`src/hdl/lt_pkg.sv`:
```
// Types, character codes and classification functions shared by the tokenizer modules.
package lt_pkg;

    typedef enum logic [1:0] {
        MODE_NORMAL = 2'd0,
        MODE_BLOCK  = 2'd1,
        MODE_LINE   = 2'd2,
        MODE_STRING = 2'd3
    } lex_mode_t;

    localparam logic [7:0] CH_NUL   = 8'h00;
    localparam logic [7:0] CH_LF    = 8'h0A;
    localparam logic [7:0] CH_TAB   = 8'h09;
    localparam logic [7:0] CH_CR    = 8'h0D;
    localparam logic [7:0] CH_SPACE = 8'h20;
    localparam logic [7:0] CH_QUOTE = 8'h22;
    localparam logic [7:0] CH_HASH  = 8'h23;
    localparam logic [7:0] CH_STAR  = 8'h2A;
    localparam logic [7:0] CH_SLASH = 8'h2F;
    localparam logic [7:0] CH_COLON = 8'h3A;
    localparam logic [7:0] CH_LT    = 8'h3C;

    // one emitted token character
    typedef struct packed {
        logic [7:0] out_char;
        logic       token_start;
    } res_t;

    // all results caused by one request
    typedef struct packed {
        logic two;
        res_t r0;
        res_t r1;
    } q_entry_t;

    typedef struct packed {
        logic full;
        logic empty;
    } q_stat_t;

    typedef struct packed {
        logic held_valid;
        logic skip_pending;
    } fe_stat_t;

    // outcome of examining one character
    typedef struct packed {
        logic      emit;
        logic      start;
        lex_mode_t mode;
        logic      tok;
        logic      consumed;
    } ex_t;

    function automatic logic is_op(input logic [7:0] c);
        logic r;
        case (c)
            8'h7B, 8'h7D, 8'h5B, 8'h5D, 8'h23, 8'h28, 8'h29, 8'h3F,
            8'h2E, 8'h2B, 8'h2D, 8'h2A, 8'h2F, 8'h25, 8'h5E, 8'h26,
            8'h7C, 8'h7E, 8'h21, 8'h3D, 8'h3C, 8'h3E: r = 1'b1;
            default: r = 1'b0;
        endcase
        return r;
    endfunction

    function automatic logic is_space(input logic [7:0] c);
        return (c == CH_SPACE) || ((c >= CH_TAB) && (c <= CH_CR));
    endfunction

    // c with lookahead nx (CH_NUL when none)
    function automatic ex_t examine(input lex_mode_t mode, input logic tok,
                                    input logic [7:0] c, input logic [7:0] nx);
        ex_t r;
        r.emit     = 1'b0;
        r.start    = 1'b0;
        r.mode     = mode;
        r.tok      = tok;
        r.consumed = 1'b0;
        unique case (mode)
            MODE_NORMAL: begin
                if (c == CH_SLASH && (nx == CH_STAR || nx == CH_SLASH)) begin
                    r.tok      = 1'b0;
                    r.emit     = 1'b1;
                    r.start    = 1'b1;
                    r.mode     = (nx == CH_STAR) ? MODE_BLOCK : MODE_LINE;
                    r.consumed = 1'b1;
                end else if (c == CH_QUOTE) begin
                    r.emit  = 1'b1;
                    r.start = !tok;
                    r.tok   = 1'b1;
                    r.mode  = MODE_STRING;
                end else if (is_op(c)) begin
                    r.tok      = 1'b0;
                    r.emit     = 1'b1;
                    r.start    = 1'b1;
                    r.consumed = (c == CH_HASH && nx == CH_HASH) ||
                                 (c == CH_LT && nx == CH_COLON);
                end else if (is_space(c)) begin
                    r.tok = 1'b0;
                end else begin
                    r.emit  = 1'b1;
                    r.start = !tok;
                    r.tok   = 1'b1;
                end
            end
            MODE_BLOCK: begin
                if (c == CH_STAR && nx == CH_SLASH) begin
                    r.emit     = 1'b1;
                    r.start    = 1'b1;
                    r.mode     = MODE_NORMAL;
                    r.tok      = 1'b0;
                    r.consumed = 1'b1;
                end
            end
            MODE_LINE: begin
                if (c == CH_LF) begin
                    r.mode = MODE_NORMAL;
                end
            end
            MODE_STRING: begin
                r.emit = 1'b1;
                if (c == CH_QUOTE) begin
                    r.mode = MODE_NORMAL;
                    r.tok  = 1'b0;
                end
            end
            default: r.mode = MODE_NORMAL;
        endcase
        return r;
    endfunction

endpackage

```
`src/hdl/lt_front.sv`:
```
// Front end: lookahead register, lexer state and classification of each request.
module lt_front (
    input  logic              aclk,
    input  logic              aresetn,
    input  logic              s_valid,
    output logic              s_ready,
    input  logic [7:0]        s_ch,
    input  logic              s_end_of_line,
    input  lt_pkg::q_stat_t   q_stat,
    output logic              push,
    output lt_pkg::q_entry_t  push_entry,
    output lt_pkg::fe_stat_t  fe_stat
);

    lt_pkg::lex_mode_t mode_reg, mode_next;
    logic [7:0]        held_char_reg, held_char_next;
    logic              held_valid_reg, held_valid_next;
    logic              skip_reg, skip_next;
    logic              tok_reg, tok_next;

    lt_pkg::ex_t       ex1, ex2;
    lt_pkg::lex_mode_t mode_a;
    logic              tok_a, consumed;
    logic              a_emit, a_start, b_emit, b_start;
    lt_pkg::res_t      res_a, res_b;
    logic              accept;

    assign s_ready = !q_stat.full;
    assign accept  = s_valid && s_ready;

    always_comb begin
        ex1      = lt_pkg::examine(mode_reg, tok_reg, held_char_reg, s_ch);
        a_emit   = 1'b0;
        a_start  = 1'b0;
        mode_a   = mode_reg;
        tok_a    = tok_reg;
        consumed = 1'b0;
        if (held_valid_reg) begin
            if (skip_reg) begin
                // second half of an already joined pair
                a_emit = 1'b1;
            end else begin
                a_emit   = ex1.emit;
                a_start  = ex1.start;
                mode_a   = ex1.mode;
                tok_a    = ex1.tok;
                consumed = ex1.consumed;
            end
        end

        // last character of a line is examined with no lookahead
        ex2     = lt_pkg::examine(mode_a, tok_a, s_ch, lt_pkg::CH_NUL);
        b_emit  = 1'b0;
        b_start = 1'b0;
        if (consumed) begin
            b_emit = s_end_of_line;
        end else if (s_end_of_line) begin
            b_emit  = ex2.emit;
            b_start = ex2.start;
        end

        res_a.out_char    = held_char_reg;
        res_a.token_start = a_start;
        res_b.out_char    = s_ch;
        res_b.token_start = b_start;

        push_entry.two = a_emit && b_emit;
        push_entry.r0  = a_emit ? res_a : res_b;
        push_entry.r1  = res_b;
        push           = accept && (a_emit || b_emit);

        mode_next       = mode_reg;
        tok_next        = tok_reg;
        held_char_next  = held_char_reg;
        held_valid_next = held_valid_reg;
        skip_next       = skip_reg;
        if (accept) begin
            if (s_end_of_line) begin
                mode_next       = lt_pkg::MODE_NORMAL;
                tok_next        = 1'b0;
                held_char_next  = lt_pkg::CH_NUL;
                held_valid_next = 1'b0;
                skip_next       = 1'b0;
            end else begin
                mode_next       = mode_a;
                tok_next        = tok_a;
                held_char_next  = s_ch;
                held_valid_next = 1'b1;
                skip_next       = consumed;
            end
        end
    end

    always_ff @(posedge aclk) begin
        if (!aresetn) begin
            mode_reg       <= lt_pkg::MODE_NORMAL;
            tok_reg        <= 1'b0;
            held_char_reg  <= lt_pkg::CH_NUL;
            held_valid_reg <= 1'b0;
            skip_reg       <= 1'b0;
        end else begin
            mode_reg       <= mode_next;
            tok_reg        <= tok_next;
            held_char_reg  <= held_char_next;
            held_valid_reg <= held_valid_next;
            skip_reg       <= skip_next;
        end
    end

    assign fe_stat.held_valid   = held_valid_reg;
    assign fe_stat.skip_pending = skip_reg;

endmodule

```
`src/hdl/lt_queue.sv`:
```
// Short FIFO of per-request result groups between front and back end.
module lt_queue #(
    parameter int DEPTH = 4
) (
    input  logic              aclk,
    input  logic              aresetn,
    input  logic              push,
    input  lt_pkg::q_entry_t  push_entry,
    input  logic              pop,
    output lt_pkg::q_entry_t  head,
    output logic              head_valid,
    output lt_pkg::q_stat_t   q_stat
);

    localparam int PTR_W = (DEPTH > 1) ? $clog2(DEPTH) : 1;
    localparam int CNT_W = $clog2(DEPTH + 1);

    lt_pkg::q_entry_t  mem_reg [DEPTH];
    logic [PTR_W-1:0]  wr_ptr_reg, wr_ptr_next;
    logic [PTR_W-1:0]  rd_ptr_reg, rd_ptr_next;
    logic [CNT_W-1:0]  count_reg, count_next;
    logic              do_push, do_pop;

    assign q_stat.full  = (count_reg == CNT_W'(DEPTH));
    assign q_stat.empty = (count_reg == '0);
    assign head_valid   = !q_stat.empty;
    assign head         = mem_reg[rd_ptr_reg];
    assign do_push      = push && !q_stat.full;
    assign do_pop       = pop && head_valid;

    always_comb begin
        wr_ptr_next = wr_ptr_reg;
        rd_ptr_next = rd_ptr_reg;
        count_next  = count_reg;
        if (do_push) begin
            wr_ptr_next = (wr_ptr_reg == PTR_W'(DEPTH - 1)) ? '0 : wr_ptr_reg + 1'b1;
        end
        if (do_pop) begin
            rd_ptr_next = (rd_ptr_reg == PTR_W'(DEPTH - 1)) ? '0 : rd_ptr_reg + 1'b1;
        end
        case ({do_push, do_pop})
            2'b10:   count_next = count_reg + 1'b1;
            2'b01:   count_next = count_reg - 1'b1;
            default: count_next = count_reg;
        endcase
    end

    always_ff @(posedge aclk) begin
        if (!aresetn) begin
            wr_ptr_reg <= '0;
            rd_ptr_reg <= '0;
            count_reg  <= '0;
        end else begin
            wr_ptr_reg <= wr_ptr_next;
            rd_ptr_reg <= rd_ptr_next;
            count_reg  <= count_next;
        end
    end

    always_ff @(posedge aclk) begin
        if (do_push) begin
            mem_reg[wr_ptr_reg] <= push_entry;
        end
    end

endmodule

```
`src/hdl/lt_back.sv`:
```
// Back end: serializes each result group into the registered output channel.
module lt_back (
    input  logic              aclk,
    input  logic              aresetn,
    input  lt_pkg::q_entry_t  head,
    input  logic              head_valid,
    output logic              pop,
    output logic              m_valid,
    input  logic              m_ready,
    output logic [7:0]        m_out_char,
    output logic              m_token_start,
    output logic              m_last
);

    logic         m_valid_reg, m_valid_next;
    logic [7:0]   out_char_reg, out_char_next;
    logic         start_reg, start_next;
    logic         last_reg, last_next;
    logic         phase_reg, phase_next;
    logic         load, sel_last;
    lt_pkg::res_t sel;

    always_comb begin
        load     = head_valid && (!m_valid_reg || m_ready);
        sel      = phase_reg ? head.r1 : head.r0;
        sel_last = phase_reg || !head.two;
        pop      = load && sel_last;

        m_valid_next  = m_valid_reg && !m_ready;
        out_char_next = out_char_reg;
        start_next    = start_reg;
        last_next     = last_reg;
        phase_next    = phase_reg;
        if (load) begin
            m_valid_next  = 1'b1;
            out_char_next = sel.out_char;
            start_next    = sel.token_start;
            last_next     = sel_last;
            phase_next    = !sel_last;
        end
    end

    always_ff @(posedge aclk) begin
        if (!aresetn) begin
            m_valid_reg <= 1'b0;
            phase_reg   <= 1'b0;
        end else begin
            m_valid_reg <= m_valid_next;
            phase_reg   <= phase_next;
        end
    end

    always_ff @(posedge aclk) begin
        out_char_reg <= out_char_next;
        start_reg    <= start_next;
        last_reg     <= last_next;
    end

    assign m_valid       = m_valid_reg;
    assign m_out_char    = out_char_reg;
    assign m_token_start = start_reg;
    assign m_last        = last_reg;

endmodule

```
`src/hdl/line_tokenizer_with_comments_core.sv`:
```
// Top level of the streaming line tokenizer with comment and string handling.
//
// Input channel (s_*): one character per request, s_end_of_line on the last
// character of a line. Output channel (m_*): token characters, m_token_start
// on the first character of each token, m_last on the final result of the
// request that caused it (a request gives zero, one or two results).
// One character is held back as lookahead, so a character's results mostly
// come out with the request of the next character; the end of a line flushes.
// Results of an accepted request are written into the queue, then loaded into
// the output register of the back end, from which they appear on m_*.
// Throughput: one request per cycle while the output drains one result per
// cycle; a request with two results is serialized through the single output
// register of the back end, one result after the other.
// The queue of QUEUE_DEPTH result groups decouples both sides; s_ready falls
// only when it is full, so a stalled receiver stops input once QUEUE_DEPTH
// result groups wait behind the one in the output register.
// Reset clears lexer state, queue and output.
module line_tokenizer_with_comments_core #(
    parameter int QUEUE_DEPTH = 4
) (
    input  logic       aclk,
    input  logic       aresetn,
    input  logic       s_valid,
    output logic       s_ready,
    input  logic [7:0] s_ch,
    input  logic       s_end_of_line,
    output logic       m_valid,
    input  logic       m_ready,
    output logic [7:0] m_out_char,
    output logic       m_token_start,
    output logic       m_last
);

    logic             push, pop, head_valid;
    lt_pkg::q_entry_t push_entry, head;
    lt_pkg::q_stat_t  q_stat;
    lt_pkg::fe_stat_t fe_stat;

    lt_front u_front (
        .aclk          (aclk),
        .aresetn       (aresetn),
        .s_valid       (s_valid),
        .s_ready       (s_ready),
        .s_ch          (s_ch),
        .s_end_of_line (s_end_of_line),
        .q_stat        (q_stat),
        .push          (push),
        .push_entry    (push_entry),
        .fe_stat       (fe_stat)
    );

    lt_queue #(
        .DEPTH (QUEUE_DEPTH)
    ) u_queue (
        .aclk       (aclk),
        .aresetn    (aresetn),
        .push       (push),
        .push_entry (push_entry),
        .pop        (pop),
        .head       (head),
        .head_valid (head_valid),
        .q_stat     (q_stat)
    );

    lt_back u_back (
        .aclk          (aclk),
        .aresetn       (aresetn),
        .head          (head),
        .head_valid    (head_valid),
        .pop           (pop),
        .m_valid       (m_valid),
        .m_ready       (m_ready),
        .m_out_char    (m_out_char),
        .m_token_start (m_token_start),
        .m_last        (m_last)
    );

    // output is empty after reset
    a_reset_clears_out: assert property (@(posedge aclk)
        !aresetn |=> !m_valid)
        else $error("output valid after reset");

    // end of line drops the lookahead
    a_eol_flushes: assert property (@(posedge aclk) disable iff (!aresetn)
        s_valid && s_ready && s_end_of_line |=> !fe_stat.held_valid)
        else $error("lookahead kept across end of line");

    a_skip_needs_held: assert property (@(posedge aclk) disable iff (!aresetn)
        fe_stat.skip_pending |-> fe_stat.held_valid)
        else $error("pair continuation without held character");

    a_full_blocks_input: assert property (@(posedge aclk) disable iff (!aresetn)
        q_stat.full |-> !s_ready && !q_stat.empty)
        else $error("input accepted with queue full");

endmodule

```
`config.mk`:
```
export PLATFORM = sky130hd
export DESIGN_NAME = line_tokenizer_with_comments_core
export DESIGN_NICKNAME = d
export VERILOG_FILES = /design/src/hdl/lt_pkg.sv /design/src/hdl/lt_front.sv /design/src/hdl/lt_queue.sv /design/src/hdl/lt_back.sv /design/src/hdl/line_tokenizer_with_comments_core.sv
export SDC_FILE = /design/constraint.sdc
export NUM_CORES = 1
export LEC_CHECK = 0
export BUFFER_PORTS_ARGS = -buffer_cell sky130_fd_sc_hd__buf_2
export CAP_MARGIN = 10
export CORE_MARGIN = 2
export CORE_UTILIZATION = 60
export DETAILED_ROUTE_END_ITERATION = 7
export PLACE_DENSITY = 0.78
export SKIP_CTS_REPAIR_TIMING = 1
export SYNTH_ARGS = -nofsm -noshare
export SYNTH_HDL_FRONTEND = slang
export SYNTH_SLANG_ARGS = --single-unit
export TNS_END_PERCENT = 1
```
`constraint.sdc`:
```
create_clock -name aclk -period 6.9 [get_ports aclk]
set_input_delay 0.69 -clock aclk [delete_from_list [all_inputs] [get_ports aclk]]
set_output_delay 0.69 -clock aclk [all_outputs]
set_load 0.02 [all_outputs]
```
==> results of run 1 <==
-- layout make-up --
cell class	instances	area [um^2]	share of cell area
inverter	15	56.3	0.0104
timing repair buffer	25	128	0.0235
clock inverter	6	45.0	0.00830
sequential	110	3060	0.564
clock buffer	10	138	0.0254
multi-input combinational	244	1870	0.344
tap	105	131	0.0242
-- critical path: cells and delay by family --
kind | cells | cell delay (ps)
compound gates | 8 | 1280
simple gates | 3 | 1420
xor+xnor | 1 | 160
buf+inv | 3 | 330
fa+ha+maj | 3 | 790
-- Yosys cell counts (2+ instances only) --
library cell                 n
sky130_fd_sc_hd__clkbuf_1   15
sky130_fd_sc_hd__mux4_2     19
sky130_fd_sc_hd__nand3_1     5
sky130_fd_sc_hd__nand2b_1    5
sky130_fd_sc_hd__nand4_1     4
sky130_fd_sc_hd__a31o_2      2
sky130_fd_sc_hd__or3b_2      3
sky130_fd_sc_hd__and2_1      5
sky130_fd_sc_hd__buf_6       3
sky130_fd_sc_hd__a21o_1      4
sky130_fd_sc_hd__or3_1       7
sky130_fd_sc_hd__o31ai_1     3
sky130_fd_sc_hd__nor4_2      2
sky130_fd_sc_hd__or4_4       2
sky130_fd_sc_hd__ha_1        8
sky130_fd_sc_hd__a2111oi_0   3
sky130_fd_sc_hd__o21ai_0     9
sky130_fd_sc_hd__inv_1      15
sky130_fd_sc_hd__xor2_1      2
sky130_fd_sc_hd__or4_1       2
sky130_fd_sc_hd__nor2_1     23
sky130_fd_sc_hd__nand3b_1    2
sky130_fd_sc_hd__nand2_1    63
sky130_fd_sc_hd__mux2i_1     4
sky130_fd_sc_hd__dfxtp_1    24
sky130_fd_sc_hd__a21oi_1    17
sky130_fd_sc_hd__nor3_1      4
sky130_fd_sc_hd__edfxtp_1   86
sky130_fd_sc_hd__nor3b_1     8
sky130_fd_sc_hd__buf_2       3
sky130_fd_sc_hd__o22ai_1     3
sky130_fd_sc_hd__buf_1       2
sky130_fd_sc_hd__or4bb_1     2
sky130_fd_sc_hd__nor4_1      4
-- logic make-up (layout without fill, tap and decap cells) --
family,after synthesis,after routing,synth area share
flip-flops,110,110,0.600
adder cells (fa/ha/maj),9,9,0.0235
multiplexers,23,23,0.0917
AO/OA/AOI/OAI,63,63,0.0963
buffers and inverters,39,56,0.0346
AND/OR/NAND/NOR,147,147,0.150
XOR/XNOR,2,2,0.00343
-- per-layer routing --
layer	vias up	global-route usage	wire length [um]
met1	1611	0.338	4230
met4	0	0.0667	108
met2	136	0.389	4960
met5	-	0	0
met3	12	0.0407	593
li1	1507	-	-
-- worst max path at each step --
stage,slack (ps),end
after CTS,2540,u_queue.count_reg[2]$_SDFFE_PN0P_
after floorplan,2620,u_queue.count_reg[2]$_SDFFE_PN0P_
after detailed placement,2140,u_queue.count_reg[2]$_SDFFE_PN0P_
final,2540,u_queue.count_reg[2]$_SDFFE_PN0P_
after global placement,2270,u_queue.count_reg[2]$_SDFFE_PN0P_
after global routing,2200,u_queue.count_reg[2]$_SDFFE_PN0P_
-- metrics by stage --
stage	hold slack [ps]	total power [mW]	worst slack [ps]
global placement	450	1.39	2270
finish	475	1.75	2540
global route	516	1.85	2200
CTS	477	1.76	2540
detailed placement	462	1.41	2140
floorplan	440	1.27	2620
-- power breakdown --
part           internal, mW  switching, mW  total [mW]
Combinational         0.200          0.293       0.493
Clock                 0.144          0.220       0.364
Sequential            0.841         0.0536       0.895
Total                  1.19          0.566        1.75
==> summary by stage, run 1 <==
CTS
Counting along the longest clock path gives a buffer depth of 2. CTS placed an instance of sky130_fd_sc_hd__clkbuf_8 at the clock tree root. The CTS tree is done. The clock reaches the later pin of the worst-skew pair after 370 ps.

The clock tree synthesis step divided the H-tree into 3 levels. Clock-pin slew was measured on the worst setup and hold paths at 100 ps. TritonCTS created 9 clock buffers. Clock tree synthesis found a total of 110 sinks.

Floorplanning
The total die area is 9260 um^2. For this design the top-level I/O count stands at 25. The floorplan step set the die width to 96.2 um. The die extent in y is 96.2 um.

The number of standard-cell rows in the floorplan is 33. For this configuration, the core starts out at a cell density of 0.621. In this run the standard cell core region covers 8220 um^2.

STA
At the pin with the least slew margin, the transition time is 1040 ps. For the final database, setup skew stands at 11.9 ps. The final critical-path required period is 4360 ps. The number of max-slew violations in the final report was 0. The sum of negative setup slack is 0 ps.

Setup repair after global routing left no endpoint under its margin. The worst pin sits at a relative slew slack of 0.308. The setup-violating endpoint count in the final report is 0. The maximum operating frequency is 229 MHz.

The total count of hold-check failures in the final report came to 0. The final critical-path share of the clock period is 0.632.

Place
The count of buffers added on input and output ports is 24. The HPWL after detailed placement is 6520 um. The routability congestion estimate from global placement is 0.953. The placed standard-cell area is 5240 um^2. The total placed cells including tap cells is 499.

Critical path
The worst-path maximum fanout is 12. The worst register-to-register path begins at u_front.held_char_reg[5]$_SDFFE_PN0P_. Walking the worst path, the cells encountered are buf_2 -> or4b_4 -> or4_4 -> o31ai_1 -> a21boi_1 -> a2bb2oi_2 -> ha_1 -> o21ai_0 -> a31oi_1 -> o21ai_0 -> o221ai_4 -> inv_1 -> ha_1 -> inv_1 -> fa_1 -> xor2_1 -> or3_1 -> a21oi_1.

On the critical path, the stage with the largest delay is an instance of sky130_fd_sc_hd__or4b_4. The largest single stage delay on the critical path is 580 ps. At the worst endpoint, the required time is 7200 ps. The worst setup path is captured at a flop.

The critical path starts at s_ch[4]. The worst register-to-register path ends at u_queue.count_reg[2]$_SDFFE_PN0P_. The type of the worst setup path is in -> reg. The reg-to-reg setup timing slack is 2560 ps. The worst setup path is launched from an input pin. Data on the critical path arrives at its endpoint at 4660 ps.

The number of cells on the worst reg-to-reg path is 17.

Cells and area
The most common cell after layout, fill and taps aside is sky130_fd_sc_hd__edfxtp_1. The finished layout holds 515 standard cells, fillers aside. The library cells used most frequently in the layout, excluding fill and tap cells, are sky130_fd_sc_hd__edfxtp_1, sky130_fd_sc_hd__nand2_1, sky130_fd_sc_hd__dfxtp_1, sky130_fd_sc_hd__buf_2, sky130_fd_sc_hd__nor2_1. From synthesis to final layout, the design area changed by 6.30%.

The finished cells cover 5430 um^2. The final net count is 427. The layout cell share with drive strength beyond 1 is 0.198.

For this run, the share of the core covered by cells in the final layout is 0.660. The register with the most flip-flops in the layout has 76 of them. The number of antenna diodes in the final layout is 0. The total of fill cells in the finished design is 606.

Logic synthesis
Sorting the synthesized cells by area gives the leading types as sky130_fd_sc_hd__edfxtp_1, sky130_fd_sc_hd__dfxtp_1, sky130_fd_sc_hd__mux4_2. In this run, synthesis inferred 86 flip-flops with an integrated enable. The area of the mapped netlist is 5100 um^2. The number of different library cells used by synthesis comes to 64. Counting every instance in the synthesized netlist gives 393. The most common flop cell mapped by yosys is sky130_fd_sc_hd__edfxtp_1. The synthesized net count is 415. The share of synthesized flip-flops with an asynchronous set or reset is 0.

Of all cell types, the one taking the most synthesized area is sky130_fd_sc_hd__edfxtp_1. The area fraction of the dominant cell type after synthesis is 0.506. The sequential cell area fraction in the yosys report is 0.600. The total number of yosys warnings is 0. Synthesis inferred 110 register bits. A synthesized cell averages 13.0 um^2.

Pwr
The analysis attributes to cell leakage a power of 1.84 nW. IR analysis of the VDD net gives a maximum drop of 0.134 mV. In this run the power density over the cells is 323 nW/um^2.

Detailed routing
The detailed router finished its first iteration with 159 violations. For this run, the detailed router's first-pass iteration total came to 5. The per-cell routed wire length is 19.2 um. In the routed layout, each cell is associated on average with a via count of 6.34. Once detail routing completed, the nets flagged for antenna violations numbered 0. The number of vias in the routed layout is 3266.

For this run, design rule violations remaining after detail routing come to 0. The final wirelength is 9890 um.

Run status
The flow ran to the end, and the final reports show no timing, DRC or antenna violations.

GRT
The via count of the first global-routing pass is 3194. The global router's overall resource usage is 0.240. The number of antenna violations at the first check in global routing is 0. The first global-routing pass estimated 16400 um of wire. The total congestion overflow is 0. The pin count of the biggest net entering global routing is 26.

Min path
The sink of the worst hold path is u_front.skip_reg$_SDFFE_PN0P_. The number of instances on the worst hold path is 2. The min-delay analysis places its worst path in the category reg -> reg. In this run the most critical hold path is launched from u_front.skip_reg$_SDFFE_PN0P_.

Job
The max-capacitance violation count is 0.
(Power assumes the default switching activity.)
==> inputs of run 2 (changes only) <==
--- a/config.mk
+++ b/config.mk
@@ -8,9 +8,9 @@
 export BUFFER_PORTS_ARGS = -buffer_cell sky130_fd_sc_hd__buf_2
 export CAP_MARGIN = 10
 export CORE_MARGIN = 2
-export CORE_UTILIZATION = 60
+export CORE_UTILIZATION = 55
 export DETAILED_ROUTE_END_ITERATION = 7
-export PLACE_DENSITY = 0.78
+export PLACE_DENSITY = 0.76
 export SKIP_CTS_REPAIR_TIMING = 1
 export SYNTH_ARGS = -nofsm -noshare
 export SYNTH_HDL_FRONTEND = slang
==> constraint.sdc (replaced) <==
create_clock -name aclk -period 3.7 [get_ports aclk]
set_input_delay 0.37 -clock aclk [delete_from_list [all_inputs] [get_ports aclk]]
set_output_delay 0.37 -clock aclk [all_outputs]
set_load 0.02 [all_outputs]
==> run 2 against run 1 <==
First-iteration DRC count grew 64%; via count increased by 4.9%; total power increased by 95%; combinational power grew 110%; final cell count up 9.5%; routed wire length is 9.0% higher; critical endpoint unchanged; worst hold slack worse by 230 ps; the run now ends with setup timing left; critical path depth is 2 lower; largest power group unchanged.
==> summary by stage, run 2 (same netlist as run 1, synthesis figures left out) <==
Place
The HPWL after detailed placement is 7260 um. At the end of routability-driven placement, the weighted congestion stood at 0.920. The total placed cells including tap cells is 546. During placement, the flow inserted port buffers numbering 24. The placed standard-cell area is 5600 um^2.

Pwr
The register share of total power is 0.482. The power density over the cells is 581 nW/um^2. The design internal power is 2.33 mW. Summed over all cells, the static leakage comes to 2.09 nW. The combinational power share is 0.299.

The power dissipated by switching net loads is 1.09 mW. The highest ir drop seen on vdd is 0.296 mV. The share of total power dissipated in the clock network is 0.220.

The total chip power is 3.42 mW. The net switching share of the total power is 0.320.

Floorplanning
25 I/O pins were placed. In this run the core area contains 35 standard-cell rows. The die extent in y is 100 um. The total die area is 10100 um^2.

The horizontal extent of the die is 100 um. The initial cell density of the core is 0.560. The total area inside the core boundary comes to 9110 um^2.

Cells and area
Of the cells placed in the final design, the portion with a size suffix greater than 1 is 0.307. The number of antenna diodes in the final layout is 0. The most common cell after layout, fill and taps aside is sky130_fd_sc_hd__edfxtp_1. Once layout is done, the placed cells without fillers occupy 5890 um^2.

Relative to the synthesized area, the layout overhead comes to 15.4%. The flip-flop count of the largest register, all copies and words added is 76. The library cells used most frequently in the layout, excluding fill and tap cells, are sky130_fd_sc_hd__edfxtp_1, sky130_fd_sc_hd__nand2_1, sky130_fd_sc_hd__buf_4. In the final design database the tool counted 470 nets. Excluding fillers, the count of instances in the completed layout stands at 564.

CTS
After clock tree synthesis, the clock-pin slew on the worst setup and hold paths is 110 ps. The number of buffers on the longest clock path is 2. The clock insertion delay at the later pin of the skew report is 380 ps.

TritonCTS built the clock tree. The number of buffers added by the clock tree synthesis step is 9. The clock root buffer is sky130_fd_sc_hd__clkbuf_8. In this run the number of H-tree levels came out at 3. Counting every sink on the clock net gives 110.

STA
Setup repair after global routing could not meet its margin everywhere. The final critical-path setup slack is -26.2 ps. The maximum operating frequency is 268 MHz. Measured against its own limit, the worst slew margin works out to 0.465.

The setup-violating endpoint count in the final report is 1. The final critical-path share of the clock period is 1.01. The final critical-path required period is 3730 ps. The total count of hold-check failures in the final report is 0. The clock tree skew after final layout is 18.0 ps. The number of max-slew violations in the final report is 0. At the pin with the least slew margin, the transition time is 801 ps.

Detailed routing
For this run, design rule violations remaining after detail routing come to 0. The first detailed-routing pass ran for 5 iterations. The per-cell routed wire length is 19.1 um. The starting DRC count in detailed routing is 260. The final wirelength is 10800 um. The number of nets with antenna violations after routing is 0. The number of vias per cell is 6.08. The number of vias in the routed layout is 3427.

GRT
The met3 usage is 0.0425. In the global route stage, met2 resource usage came out at 0.371. For this run, global-route usage on met1 was measured as 0.309.

Entering global routing, the biggest net connects 26 pins. The number of antenna violations at the first check in global routing is 0. The first-pass GRT wire length is 17500 um.

After global routing, the most crowded layer is met2. The via count of the first global-routing pass is 3488. In the global route stage, overall resource usage came out at 0.232. The total congestion overflow is 0.

Critical path
The kind of cell with the highest combined delay along the critical path is simple AND/OR/NAND/NOR gates. On the critical path, the stage with the largest delay is an instance of sky130_fd_sc_hd__or4b_4. The worst-path maximum fanout is 3. The data arrival time of the critical path is 4040 ps. On the worst path, the slowest cell contributes a delay of 550 ps. The category of the worst setup path capture point is a flop. STA classifies the critical path startpoint as a flop. The required arrival time at the worst endpoint is 4010 ps.

The type of the worst setup path is reg -> reg. The most frequent cell on the critical path is sky130_fd_sc_hd__inv_1. Walking the worst path, the cells encountered are or4b_4 -> or4_4 -> a21o_1 -> a22oi_2 -> inv_1 -> ha_4 -> nor2_1 -> o21ai_2 -> o221ai_4 -> inv_1 -> ha_2 -> inv_1 -> fa_2 -> xor2_1 -> or3_1 -> a21oi_2. The number of buffers and inverters on the critical path is 3.

Min path
In this run the worst hold path is classified as in -> reg.

Run status
The checks that failed: setup timing. The run finished, with violations left.

Job
The max-capacitance violation count is 0.
run 2: cell count changes in the layout (fill, tap and decap cells not counted), sizes merged:
| cell | change |
|---|---|
| inv | -1 |
| bufinv | +1 |
| buf | +43 |
| clkinvlp | -2 |
| clkinv | +2 |
run 2: worst register-to-register path, delay by kind of cell, from the launching register on:
| kind | cells | cell delay [ps] |
|---|---|---|
| AOI/OAI and AO/OA | 5 | 730 |
| xor gates and xnor gates | 1 | 150 |
| adders and majority gates | 3 | 780 |
| buffers and inverters | 3 | 240 |
| DFF | 1 | 340 |
| and+or+nand+nor | 4 | 1410 |
run 2: power groups by stage:
| stage | clock (mW) | sequential (mW) | combinational, mW |
|---|---|---|---|
| floorplan | 0 | 1.73 | 0.653 |
| global placement | 0 | 1.67 | 0.989 |
| detailed placement | 0 | 1.68 | 1.02 |
| CTS | 0.762 | 1.65 | 1.02 |
| global route | 0.811 | 1.67 | 1.13 |
| finish | 0.752 | 1.65 | 1.02 |
run 2: metal layers:
metal | vias to the layer above | share of wire
li1 | 1590 | -
met1 | 1655 | 0.42
met2 | 143 | 0.49
met3 | 39 | 0.055
met4 | 0 | 0.035
met5 | - | 0
run 2: area by class of cell:
type                       count  area, um^2
tap                          111         139
inverter                      15        56.3
multi-input combinational    244        1930
clock inverter                 6        81.3
fill                         677        3220
sequential                   110        3070
clock buffer                  10         128
timing repair buffer          68         488
run 2: final timing paths:
kind / from / endpoint / slack, ps / depth (start not counted)
worst min register to register: u_front.skip_reg$_SDFFE_PN0P_ / u_front.skip_reg$_SDFFE_PN0P_ / 480 / 2
worst max register to register: u_front.held_char_reg[7]$_SDFFE_PN0P_ / u_queue.count_reg[2]$_SDFFE_PN0P_ / -30 / 16
worst max-delay path: u_front.held_char_reg[7]$_SDFFE_PN0P_ / u_queue.count_reg[2]$_SDFFE_PN0P_ / -30 / 16
worst min-delay path: m_ready / u_back.m_valid$_SDFF_PN0_ / 240 / 4
run 2: through the flow:
stage,TNS (ps),hold WS (ps),setup slack [ps],util
floorplan,-183,440,-166,-
global placement,-460,450,-301,0.615
detailed placement,-1170,468,-401,0.615
CTS,-207,235,-207,0.638
global route,-182,243,-174,0.647
finish,-26.2,243,-26.2,0.647
